[config.mk]
export PLATFORM = sky130hd
export DESIGN_NAME = dedup_stack_forget_old
export DESIGN_NICKNAME = d
export VERILOG_FILES = /design/src/sv/dsfo_pkg.sv /design/src/sv/dsfo_cell.sv /design/src/sv/dedup_stack_forget_old.sv
export SDC_FILE = /design/constraint.sdc
export NUM_CORES = 2
export LEC_CHECK = 0
export ABC_CLOCK_PERIOD_IN_PS = 9100
export BUFFER_PORTS_ARGS = -buffer_cell sky130_fd_sc_hd__buf_2
export CORE_ASPECT_RATIO = 0.75
export CORE_MARGIN = 1.5
export CORE_UTILIZATION = 51
export DETAILED_ROUTE_END_ITERATION = 16
export GPL_TIMING_DRIVEN = 0
export HOLD_SLACK_MARGIN = 0.12
export PLACE_DENSITY = 0.69
export SLEW_MARGIN = 20
export SYNTH_ARGS = -nofsm -noshare
export SYNTH_HDL_FRONTEND = slang
export SYNTH_SLANG_ARGS = --single-unit
[constraint.sdc]
create_clock -name clk -period 9.1 [get_ports clk]
set_clock_uncertainty 0.2 [all_clocks]
set_input_delay 0.91 -clock clk [delete_from_list [all_inputs] [get_ports clk]]
set_output_delay 0.91 -clock clk [all_outputs]
set_load 0.005 [all_outputs]
[src/sv/dsfo_pkg.sv]
// Shared types and codes for the no-duplicate stack with forget-old policy.
package dsfo_pkg;

  // Operation selector carried in the input item
  localparam logic MODE_PUSH = 1'b0;
  localparam logic MODE_POP  = 1'b1;

  // Result status codes
  localparam logic [1:0] ST_NEW   = 2'd0;
  localparam logic [1:0] ST_DUP   = 2'd1;
  localparam logic [1:0] ST_FULL  = 2'd2;
  localparam logic [1:0] ST_EMPTY = 2'd3;

  localparam int unsigned CAP_BITS   = 5;
  localparam int unsigned COUNT_BITS = 5;
  localparam logic [CAP_BITS-1:0] CAP_RESET = 5'd16;

  typedef struct packed {
    logic               mode;
    logic signed [31:0] item_value;
  } in_item_t;

  typedef struct packed {
    logic                  accepted;
    logic [1:0]            status;
    logic signed [31:0]    popped_value;
    logic [COUNT_BITS-1:0] item_count;
  } out_item_t;

  // Broadcast to every cell for one accepted item
  typedef struct packed {
    logic dup_move;   // close the gap above the match, new value to top
    logic push_new;   // write new value just above current top
  } cell_ctl_t;

endpackage

[src/sv/dsfo_cell.sv]
// One storage cell of the stack: holds an entry, compares it, shifts from above.
module dsfo_cell
  import dsfo_pkg::*;
#(
  parameter int unsigned INDEX     = 0,
  parameter int unsigned CW        = 5,
  parameter int unsigned ITEM_BITS = 32
) (
  input  logic                 clk,
  input  cell_ctl_t            ctl,
  input  logic [CW-1:0]        count,
  input  logic [CW-1:0]        pos,
  input  logic [ITEM_BITS-1:0] new_val,
  input  logic [ITEM_BITS-1:0] up_entry,
  output logic [ITEM_BITS-1:0] entry,
  output logic                 hit
);

  localparam logic [CW:0] IDX  = (CW+1)'(INDEX);
  localparam logic [CW:0] IDX1 = (CW+1)'(INDEX + 1);

  logic [ITEM_BITS-1:0] entry_r;
  logic [ITEM_BITS-1:0] entry_nxt;
  logic                 shift_en;
  logic                 load_en;

  assign entry = entry_r;
  assign hit   = (IDX < {1'b0, count}) && (entry_r == new_val);

  assign shift_en = ctl.dup_move && (IDX >= {1'b0, pos}) && (IDX1 < {1'b0, count});
  assign load_en  = (ctl.dup_move && (IDX1 == {1'b0, count})) ||
                    (ctl.push_new && (IDX == {1'b0, count}));

  always_comb begin
    entry_nxt = entry_r;
    if (shift_en) begin
      entry_nxt = up_entry;
    end else if (load_en) begin
      entry_nxt = new_val;
    end
  end

  // Payload only: no reset
  always_ff @(posedge clk) begin
    entry_r <= entry_nxt;
  end

endmodule

[src/sv/dedup_stack_forget_old.sv]
// A result item is written into the output register in the cycle after its item is accepted.
// Throughput: one item per cycle unless stalled; all cells compare and shift in the same cycle.
// The output register lets a new item in while the last result waits, unless out_stall holds it.
// Reset: count cleared, capacity set to 16, output empty; cell entries are not cleared.
// Only entries below the count are ever read, so stale cell contents never reach a result.
module dedup_stack_forget_old
  import dsfo_pkg::*;
#(
  parameter int unsigned DEPTH     = 16,
  parameter int unsigned ITEM_BITS = 32
) (
  input  logic                clk,
  input  logic                rst_n,
  input  logic                in_valid,
  output logic                in_stall,
  input  in_item_t            in_item,
  output logic                out_valid,
  input  logic                out_stall,
  output out_item_t           out_item,
  input  logic                cfg_we,
  input  logic [CAP_BITS-1:0] cfg_wdata
);

  // Count width holds 0..DEPTH; index width addresses the cells
  localparam int unsigned CW = $clog2(DEPTH + 1);
  localparam int unsigned IW = (DEPTH > 1) ? $clog2(DEPTH) : 1;
  localparam int unsigned EW = (CW > CAP_BITS) ? CW : CAP_BITS;

  logic [CW-1:0]       count_r, count_nxt;
  logic [CAP_BITS-1:0] cap_r, cap_nxt;
  logic                out_valid_r, out_valid_nxt;
  out_item_t           out_item_r, out_item_nxt;

  logic                 fire;
  logic [CW-1:0]        cap_eff;
  logic [63:0]          in_wide;
  logic [ITEM_BITS-1:0] new_val;
  logic [ITEM_BITS-1:0] ent [DEPTH];
  logic [ITEM_BITS-1:0] up  [DEPTH];
  logic [DEPTH-1:0]     hit;
  logic                 any_hit;
  logic [CW-1:0]        pos;
  logic [IW-1:0]        top_idx;
  logic [63:0]          top_wide;
  logic [31:0]          count_wide;
  cell_ctl_t            ctl;

  // Accept while the output register is free or being drained
  assign in_stall  = out_valid_r && out_stall;
  assign fire      = in_valid && !in_stall;
  assign out_valid = out_valid_r;
  assign out_item  = out_item_r;

  // Compare on the low ITEM_BITS bits of the pushed value
  assign in_wide = {32'b0, in_item.item_value};
  assign new_val = in_wide[ITEM_BITS-1:0];

  // Clamp capacity to the built depth
  assign cap_eff = (EW'(cap_r) > EW'(DEPTH)) ? CW'(DEPTH) : CW'(cap_r);

  // Row of cells; each one takes its upper neighbor's entry when the gap closes
  for (genvar i = 0; i < DEPTH; i++) begin : g_cell
    if (i == DEPTH - 1) begin : g_top
      assign up[i] = '0;
    end else begin : g_mid
      assign up[i] = ent[i+1];
    end

    dsfo_cell #(
      .INDEX     (i),
      .CW        (CW),
      .ITEM_BITS (ITEM_BITS)
    ) u_cell (
      .clk      (clk),
      .ctl      (ctl),
      .count    (count_r),
      .pos      (pos),
      .new_val  (new_val),
      .up_entry (up[i]),
      .entry    (ent[i]),
      .hit      (hit[i])
    );
  end

  // Stored items are distinct, so at most one cell hits; encode its place
  always_comb begin
    pos = '0;
    for (int i = 0; i < DEPTH; i++) begin
      pos = pos | (hit[i] ? CW'(i) : '0);
    end
  end
  assign any_hit = |hit;

  // Top entry for a pop (only read when the count is nonzero)
  assign top_idx  = IW'(count_r - CW'(1));
  assign top_wide = 64'(ent[top_idx]);

  always_comb begin
    ctl           = '0;
    count_nxt     = count_r;
    cap_nxt       = cfg_we ? cfg_wdata : cap_r;
    out_item_nxt  = out_item_r;
    out_valid_nxt = out_stall ? out_valid_r : 1'b0;
    count_wide    = '0;

    if (fire) begin
      out_item_nxt.accepted     = 1'b0;
      out_item_nxt.status       = ST_NEW;
      out_item_nxt.popped_value = '0;
      if (in_item.mode == MODE_PUSH) begin
        if (any_hit) begin
          // Drop the old copy, shift the upper part down, new value on top
          ctl.dup_move          = 1'b1;
          out_item_nxt.accepted = 1'b1;
          out_item_nxt.status   = ST_DUP;
        end else if (count_r < cap_eff) begin
          ctl.push_new          = 1'b1;
          count_nxt             = count_r + CW'(1);
          out_item_nxt.accepted = 1'b1;
          out_item_nxt.status   = ST_NEW;
        end else begin
          out_item_nxt.status = ST_FULL;
        end
      end else begin
        if (count_r != '0) begin
          count_nxt                 = count_r - CW'(1);
          out_item_nxt.accepted     = 1'b1;
          out_item_nxt.status       = ST_NEW;
          out_item_nxt.popped_value = top_wide[31:0];
        end else begin
          out_item_nxt.status = ST_EMPTY;
        end
      end
      count_wide              = 32'(count_nxt);
      out_item_nxt.item_count = count_wide[COUNT_BITS-1:0];
      out_valid_nxt           = 1'b1;
    end
  end

  always_ff @(posedge clk) begin
    if (!rst_n) begin
      count_r     <= '0;
      cap_r       <= CAP_RESET;
      out_valid_r <= 1'b0;
    end else begin
      count_r     <= count_nxt;
      cap_r       <= cap_nxt;
      out_valid_r <= out_valid_nxt;
    end
  end

  // Result payload: hold while stalled, no reset
  always_ff @(posedge clk) begin
    out_item_r <= out_item_nxt;
  end

endmodule
# --- Yosys cells after proc, flatten, opt, wreduce, memory -nomap -nowiden ---
# Index checks and enable logic that the tools add are counted.
op_classes:
  n_addsub: 2
  n_lt_le_gt_ge: 36
  eq_ne: 33
  muxes: 65
  bitwise_logic: 15
  n_reduce_logical: 118
op_table:
  columns: ["op", "n"]
  rows:
  - ["two-way mux 32 bit", 32]
  - ["equality test 32 bit", 16]
  - ["binary-select mux 32 bit (select 4 bit)", 1]
  - ["logical AND 1 bit", 82]
  - ["equality test 4 x 5 -> 1 bit, first input constant", 8]
  - ["< comparator 4 x 5 -> 1 bit, first input constant", 8]
  - ["greater-or-equal comparator 4 bit, first input constant", 8]
  - ["two-way mux 4 bit", 8]
  - ["nonzero test 2 bit", 15]
  - ["OR 4 bit", 7]
  - ["two-way mux 5 bit", 5]
  - ["equality test 3 x 5 -> 1 bit, first input constant", 4]
  - ["< comparator 3 x 5 -> 1 bit, first input constant", 4]
  - ["two-way mux 3 bit", 6]
  - ["greater-or-equal comparator 3 x 4 -> 1 bit, first input constant", 4]
  - ["logical OR 1 bit", 16]
  - ["OR reduction 16 bit", 1]
  - ["two-way mux 2 bit", 6]
  - ["equality test 2 x 5 -> 1 bit, first input constant", 2]
  - ["< comparator 1 x 5 -> 1 bit, first input constant", 2]
  - ["< comparator 2 x 5 -> 1 bit, first input constant", 2]
  - ["OR 3 bit", 3]
  - ["greater-or-equal comparator 1 x 4 -> 1 bit, first input constant", 2]
  - ["greater-or-equal comparator 2 x 4 -> 1 bit, first input constant", 2]
  - ["other kinds (19)", 25]
totals:
  ff_bits: 563
  inputBits: 43
  output_inout_bits: 42
  word_cells: 292

# --- Depth between registers and ports, before layout ---
depth:
  ltp_word: 21
  depth_mapped: 15
  ltp_nobuf: 11

# --- By module ---
# Synthesis repeated with hierarchy kept, for this count alone.
hier_totals:
  hier_cells: 2336
  area_unflattened_um2: 35730.5
modules_own_cells:
  columns: ["mod", "n_inst", "cells_per_inst", "area_each_um2"]
  rows:
  - ["dedup_stack_forget_old", 1, 427, 6128.4]
  - ["dsfo_cell at g_cell[12].u_cell", 1, 119, 1941.9]
  - ["dsfo_cell at g_cell[1].u_cell", 1, 121, 1938.1]
  - ["dsfo_cell at g_cell[7].u_cell", 1, 120, 1915.6]
  - ["dsfo_cell at g_cell[0].u_cell", 1, 116, 1904.3]
  - ["dsfo_cell at g_cell[10].u_cell", 1, 120, 1896.8]
  - ["dsfo_cell at g_cell[2].u_cell", 1, 118, 1893.1]
  - ["dsfo_cell at g_cell[8].u_cell", 1, 118, 1891.8]
  - ["dsfo_cell at g_cell[5].u_cell", 1, 122, 1884.3]
  - ["dsfo_cell at g_cell[15].u_cell", 1, 119, 1875.5]
  - ["dsfo_cell at g_cell[14].u_cell", 1, 116, 1793.0]
  - ["dsfo_cell at g_cell[4].u_cell", 1, 120, 1786.7]
  - ["dsfo_cell at g_cell[9].u_cell", 1, 121, 1785.5]
  - ["dsfo_cell at g_cell[13].u_cell", 1, 119, 1780.5]
  - ["+3 rows", null, null, null]

# --- Worst setup path after synthesis ---
# Ideal clock, no wire load.
synth_timing:
  path_type: "input port to flip-flop"
  start: "input in_item[31] in the netlist's numbering"
  end: "register g_cell[10].u_cell.entry_r[0] (enable)"
  setup_ns: 0.466
  arrival_time_ns: 5.679
  required_ns: 8.434
  setup_slack_ns: 2.755
  stages: 12
  path_buffers: 4
  path_cell_list: "buf_2 > buf_2 > buf_2 > xor2_1 > or4b_2 > nor3_1 > and4_1 > a2111oi_0 > nand4_1 > clkbuf_1 > a31oi_1 > o21ai_0"
synth_between:
  elab_chain_len: 21
  elab_cells_between_ends: 73
  cone_classes: "order compare: 1; eq/ne: 16; mux: 19; bitwise: 14; reduce/logical: 23"
synth_lines:
  columns: ["item", "line_no", "rtl"]
  rows:
  - ["start, declared", "dedup_stack_forget_old.sv:16", "input in_item_t in_item,"]
  - ["equality test 32 bit", "dsfo_cell.sv:28", "assign hit = (IDX < {1'b0, count}) && (entry_r == new_val);"]
  - ["logical AND 1 bit", "dsfo_cell.sv:28", null]
  - ["two-way mux 1 bit or two-way mux 2 bit (tied branches)", "dedup_stack_forget_old.sv:89", "pos = pos | (hit[i] ? CW'(i) : '0);"]
  - ["OR 1 x 2 -> 2 bit", "dedup_stack_forget_old.sv:89", null]
  - ["OR 2 bit", "dedup_stack_forget_old.sv:89", null]
  - ["OR 2 x 3 -> 3 bit", "dedup_stack_forget_old.sv:89", null]
  - ["OR 3 bit (3 in a row)", "dedup_stack_forget_old.sv:89", null]
  - ["OR 3 x 4 -> 4 bit", "dedup_stack_forget_old.sv:89", null]
  - ["OR 4 bit (7 in a row)", "dedup_stack_forget_old.sv:89", null]
  - ["greater-or-equal comparator 4 bit", "dsfo_cell.sv:30", "assign shift_en = ctl.dup_move && (IDX >= {1'b0, pos}) && (IDX1 < {1'b0, count});"]
  - ["logical AND 1 bit (2 in a row)", "dsfo_cell.sv:30", null]
  - ["nonzero test 2 bit (no line) (*)", null, null]
  - ["end signal, assigned", "dsfo_cell.sv:45", "entry_r <= entry_nxt;"]
  - ["end, declared", "dsfo_cell.sv:22", "logic [ITEM_BITS-1:0] entry_r;"]
# Mark *: on every way between the ends. The rest lies on a longest branch, timed or not.
# A chain may end at the register's enable or synchronous reset.

# --- Final worst setup path ---
layout_timing:
  start: "register count_r[0]"
  end: "register out_item_r, in the netlist out_item[5] (data pin)"
layout_between:
  elab_chain_len: 5
  elab_cells_between_ends: 7
  cone_classes: "add/sub: 1; mux: 3; bitwise: 1; reduce/logical: 2"
layout_lines:
  columns: ["item", "line_no", "rtl"]
  rows:
  - ["start, declared", "dedup_stack_forget_old.sv:29", "logic [CW-1:0] count_r, count_nxt;"]
  - ["start signal, assigned", "dedup_stack_forget_old.sv:146", "count_r <= count_nxt;"]
  - ["subtractor 5 x 1 -> 5 bit", null, null]
  - ["inverter 4 -> 5 bit (not written as such)", "dedup_stack_forget_old.sv:96", "assign top_wide = 64'(ent[top_idx]);"]
  - ["binary-select mux 32 bit (select 4 bit)", "dedup_stack_forget_old.sv:96", null]
  - ["two-way mux 32 bit (not written as such) (2 in a row)", "dedup_stack_forget_old.sv:96", null]
  - ["end signal, assigned", "dedup_stack_forget_old.sv:154", "out_item_r <= out_item_nxt;"]
  - ["end, declared", "dedup_stack_forget_old.sv:32", "out_item_t out_item_r, out_item_nxt;"]
# Several ways; a longest one is shown, not always the timed one. The select of a mux whose other input is x is not followed.

==> flow_metrics.env <==
export IMPL_finalNetCount=3033
export IMPL_power_total_uw=7410
export IMPL_final_cell_mix="520 x edfxtp_1, 281 x xor2_1, 251 x mux2_2"
export IMPL_antenna_left=0
export IMPL_rsz0062_at_grt="no"
export IMPL_crit_path_end_kind="flip-flop"
export IMPL_synth_edf_count=520
export IMPL_report_final_slew_viol_count=0
export IMPL_maxCapViolations=0
export IMPL_antenna_found_initial=5
export IMPL_required_ps=9250
export IMPL_area_growth_syn_to_layout_pct=11.1
export IMPL_wl_per_cell_um=44.2
export IMPL_die_area_um2=73000
export IMPL_ys_seq_area_share_pct=45.3
export IMPL_fmax_mhz=122
export IMPL_netlist_area_um2=36400
export IMPL_pin_count=85
export IMPL_io_buffer_count=49
export IMPL_ir_drop_mv=0.173
export IMPL_yosysWarnings=0
export IMPL_ctsHoldBuffers=0
export IMPL_vias_per_cell=7.25
export IMPL_clock_latency_ps=670
export IMPL_num_vias=28900
export IMPL_numCtsBuffers=60
export IMPL_cp_start_kind="flip-flop"
export IMPL_power_leakage_uw=0.0137
export IMPL_row_count=84
export IMPL_post_route_min_period_ps=8230
export IMPL_grt_ovfl_total=0
export IMPL_cts_root_buf="clkbuf_16"
export IMPL_cts_clk_slew_worst_paths_ps=60
export IMPL_post_cts_repair_setup_buffers=0
export IMPL_synth_seq_cells=563
export IMPL_layout_setup_ws_ps=871
export IMPL_final_period_utilization_pct=90.4
export IMPL_final_common_cell="edfxtp_1"
export IMPL_p_per_area_nw_per_um2=183
export IMPL_pre_cts_slack_ps=1490
export IMPL_hpwl_mm=143
export IMPL_status="finished clean"
export IMPL_grtUsageMet1_pct=62.8
export IMPL_grtUsageMet3_pct=25.7
export IMPL_ys_types=74
export IMPL_grt_pass1_vias=26700
export IMPL_layout_drive_gt1_share_pct=24.7
export IMPL_grtUsageMet2_pct=64.4
export IMPL_clock_sinks=563
export IMPL_drtPass1Iterations=10
export IMPL_syn_nets=2899
export IMPL_cts_tree="built"
export IMPL_postSynthAreaPerCell_um2=12.8
export IMPL_crit_fanout=10
export IMPL_synthTopCellsByArea="edfxtp_1 43%, mux4_2 7.9%, mux2_2 7.8%"
export IMPL_die_width_um=311
export IMPL_worstHoldPathType="in -> reg"
export IMPL_worst_pin_slew_ps=1420
export IMPL_hold_viol=0
export IMPL_start_util_pct=51.7
export IMPL_post_cts_resize_count=0
export IMPL_first_iter_violations=5392
export IMPL_fill_cells=5714
export IMPL_cp_arrival_ps=8380
export IMPL_grtUsageTotal_pct=47.3
export IMPL_cts_buffer_depth=3
export IMPL_gp_congestion=1.14
export IMPL_grt_busiest_layer="met2"
export IMPL_slew_headroom_pct=4.40
export IMPL_multi_input_area_um2=18800
export IMPL_drc=0
export IMPL_core_area_um2=70300
export IMPL_cts_max_level=2
export IMPL_fin_util_pct=57.5
export IMPL_register_area_um2=16500
export IMPL_synthFlopType="edfxtp_1"
export IMPL_syn_inst=2847
export IMPL_die_h_um=234
export IMPL_grt_start_max_net_pins=45
export IMPL_grt_pass1_wl_mm=231
export IMPL_whs_ps=282
export IMPL_crit_type="reg -> reg"
export IMPL_async_reset_ff_share_pct=0
export IMPL_final_setup_viol_count=0
export IMPL_routed_wl_mm=176
export IMPL_synth_top_cell_area_share_pct=42.9
export IMPL_synth_top_area_cell="edfxtp_1"
==> layout make-up <==
class	count	share of cell area [%]
antenna	4	0.0248
clock buffer	76	4.01
inverter	11	0.108
clock inverter	33	0.740
multi-input combinational	2009	46.4
buffer	264	3.19
tap	946	2.93
sequential	563	40.8
timing repair buffer	72	1.79
==> worst max-delay path, stage by stage, from the launching register on <==
cell and delay [ps]:
dfxtp_1 430, clkbuf_1 830, clkbuf_2 700, clkbuf_1 880, buf_1 740, inv_1 240, ha_1 350, clkbuf_2 530
clkbuf_2 690, clkbuf_1 1020, mux4_2 390, mux2i_1 100, a211oi_1 730
==> metrics by stage <==
step                      TNS, ps  area, µm²  cells
final                           0      40400   3978
after global routing            0      40400   3974
after CTS                       0      40400   3974
after detailed placement        0      38500   3865
after global placement    -399240      37800   3842
after floorplan                 0      36400   2847
==> where the power goes <==
group / leakage, µW / switching (µW) / internal, µW
combinational: 0.00774 / 1320 / 615
sequential: 0.00507 / 36.8 / 2900
clock: 0.000934 / 1170 / 1380
total: 0.0137 / 2520 / 4890
==> cell families after synthesis <==
kind of cell | Yosys count | synth area share (%)
fa+ha+maj | 9 | 0.310
simple gates | 660 | 10.4
buf+inv | 275 | 3.63
flops | 563 | 45.3
mux | 678 | 25.0
xor+xnor | 519 | 12.5
compound gates | 143 | 2.88
==> synth_stat cells, drive strengths merged (6+ instances only) <==
cell	n
a211oi	66
a21o	8
a21oi	12
a31oi	6
and3	15
and4	9
buf	150
clkbuf	114
dfxtp	43
edfxtp	520
ha	9
inv	11
mux2	480
mux2i	70
mux4	128
nand2	118
nand2b	8
nand3	53
nand4	121
nand4b	16
nor2	67
nor2b	36
nor3	29
nor4	110
nor4b	15
nor4bb	6
o211ai	6
o21ai	15
or2	6
or3	7
or4	17
xnor2	237
xor2	282
==> layer usage <==
| metal | vias up | routed length (µm) |
|---|---|---|
| li1 | 11100 | - |
| met1 | 14700 | 68200 |
| met2 | 2613 | 69100 |
| met3 | 423 | 30300 |
| met4 | 8 | 7600 |
| met5 | - | 571 |
==> path summary, 6_finish.rpt <==
check	to	start	slack [ps]	cells past startpoint
hold / removal	out_valid	in_valid	280	2
setup / recovery	out_item[5]	count_r[0]	870	12
setup reg to reg	out_item[5]	count_r[0]	870	12
hold reg to reg	g_cell[15].u_cell.entry[13]	g_cell[15].u_cell.entry[13]	320	2
==> flip-flops by register name, indices dropped and copies added (netlist names) <==
register / count
out_valid: 1
count_r: 5
cap_r: 5
out_item: 40
g_cell.u_cell.entry: 512
No activity file was read; power rests on OpenSTA's default activity.
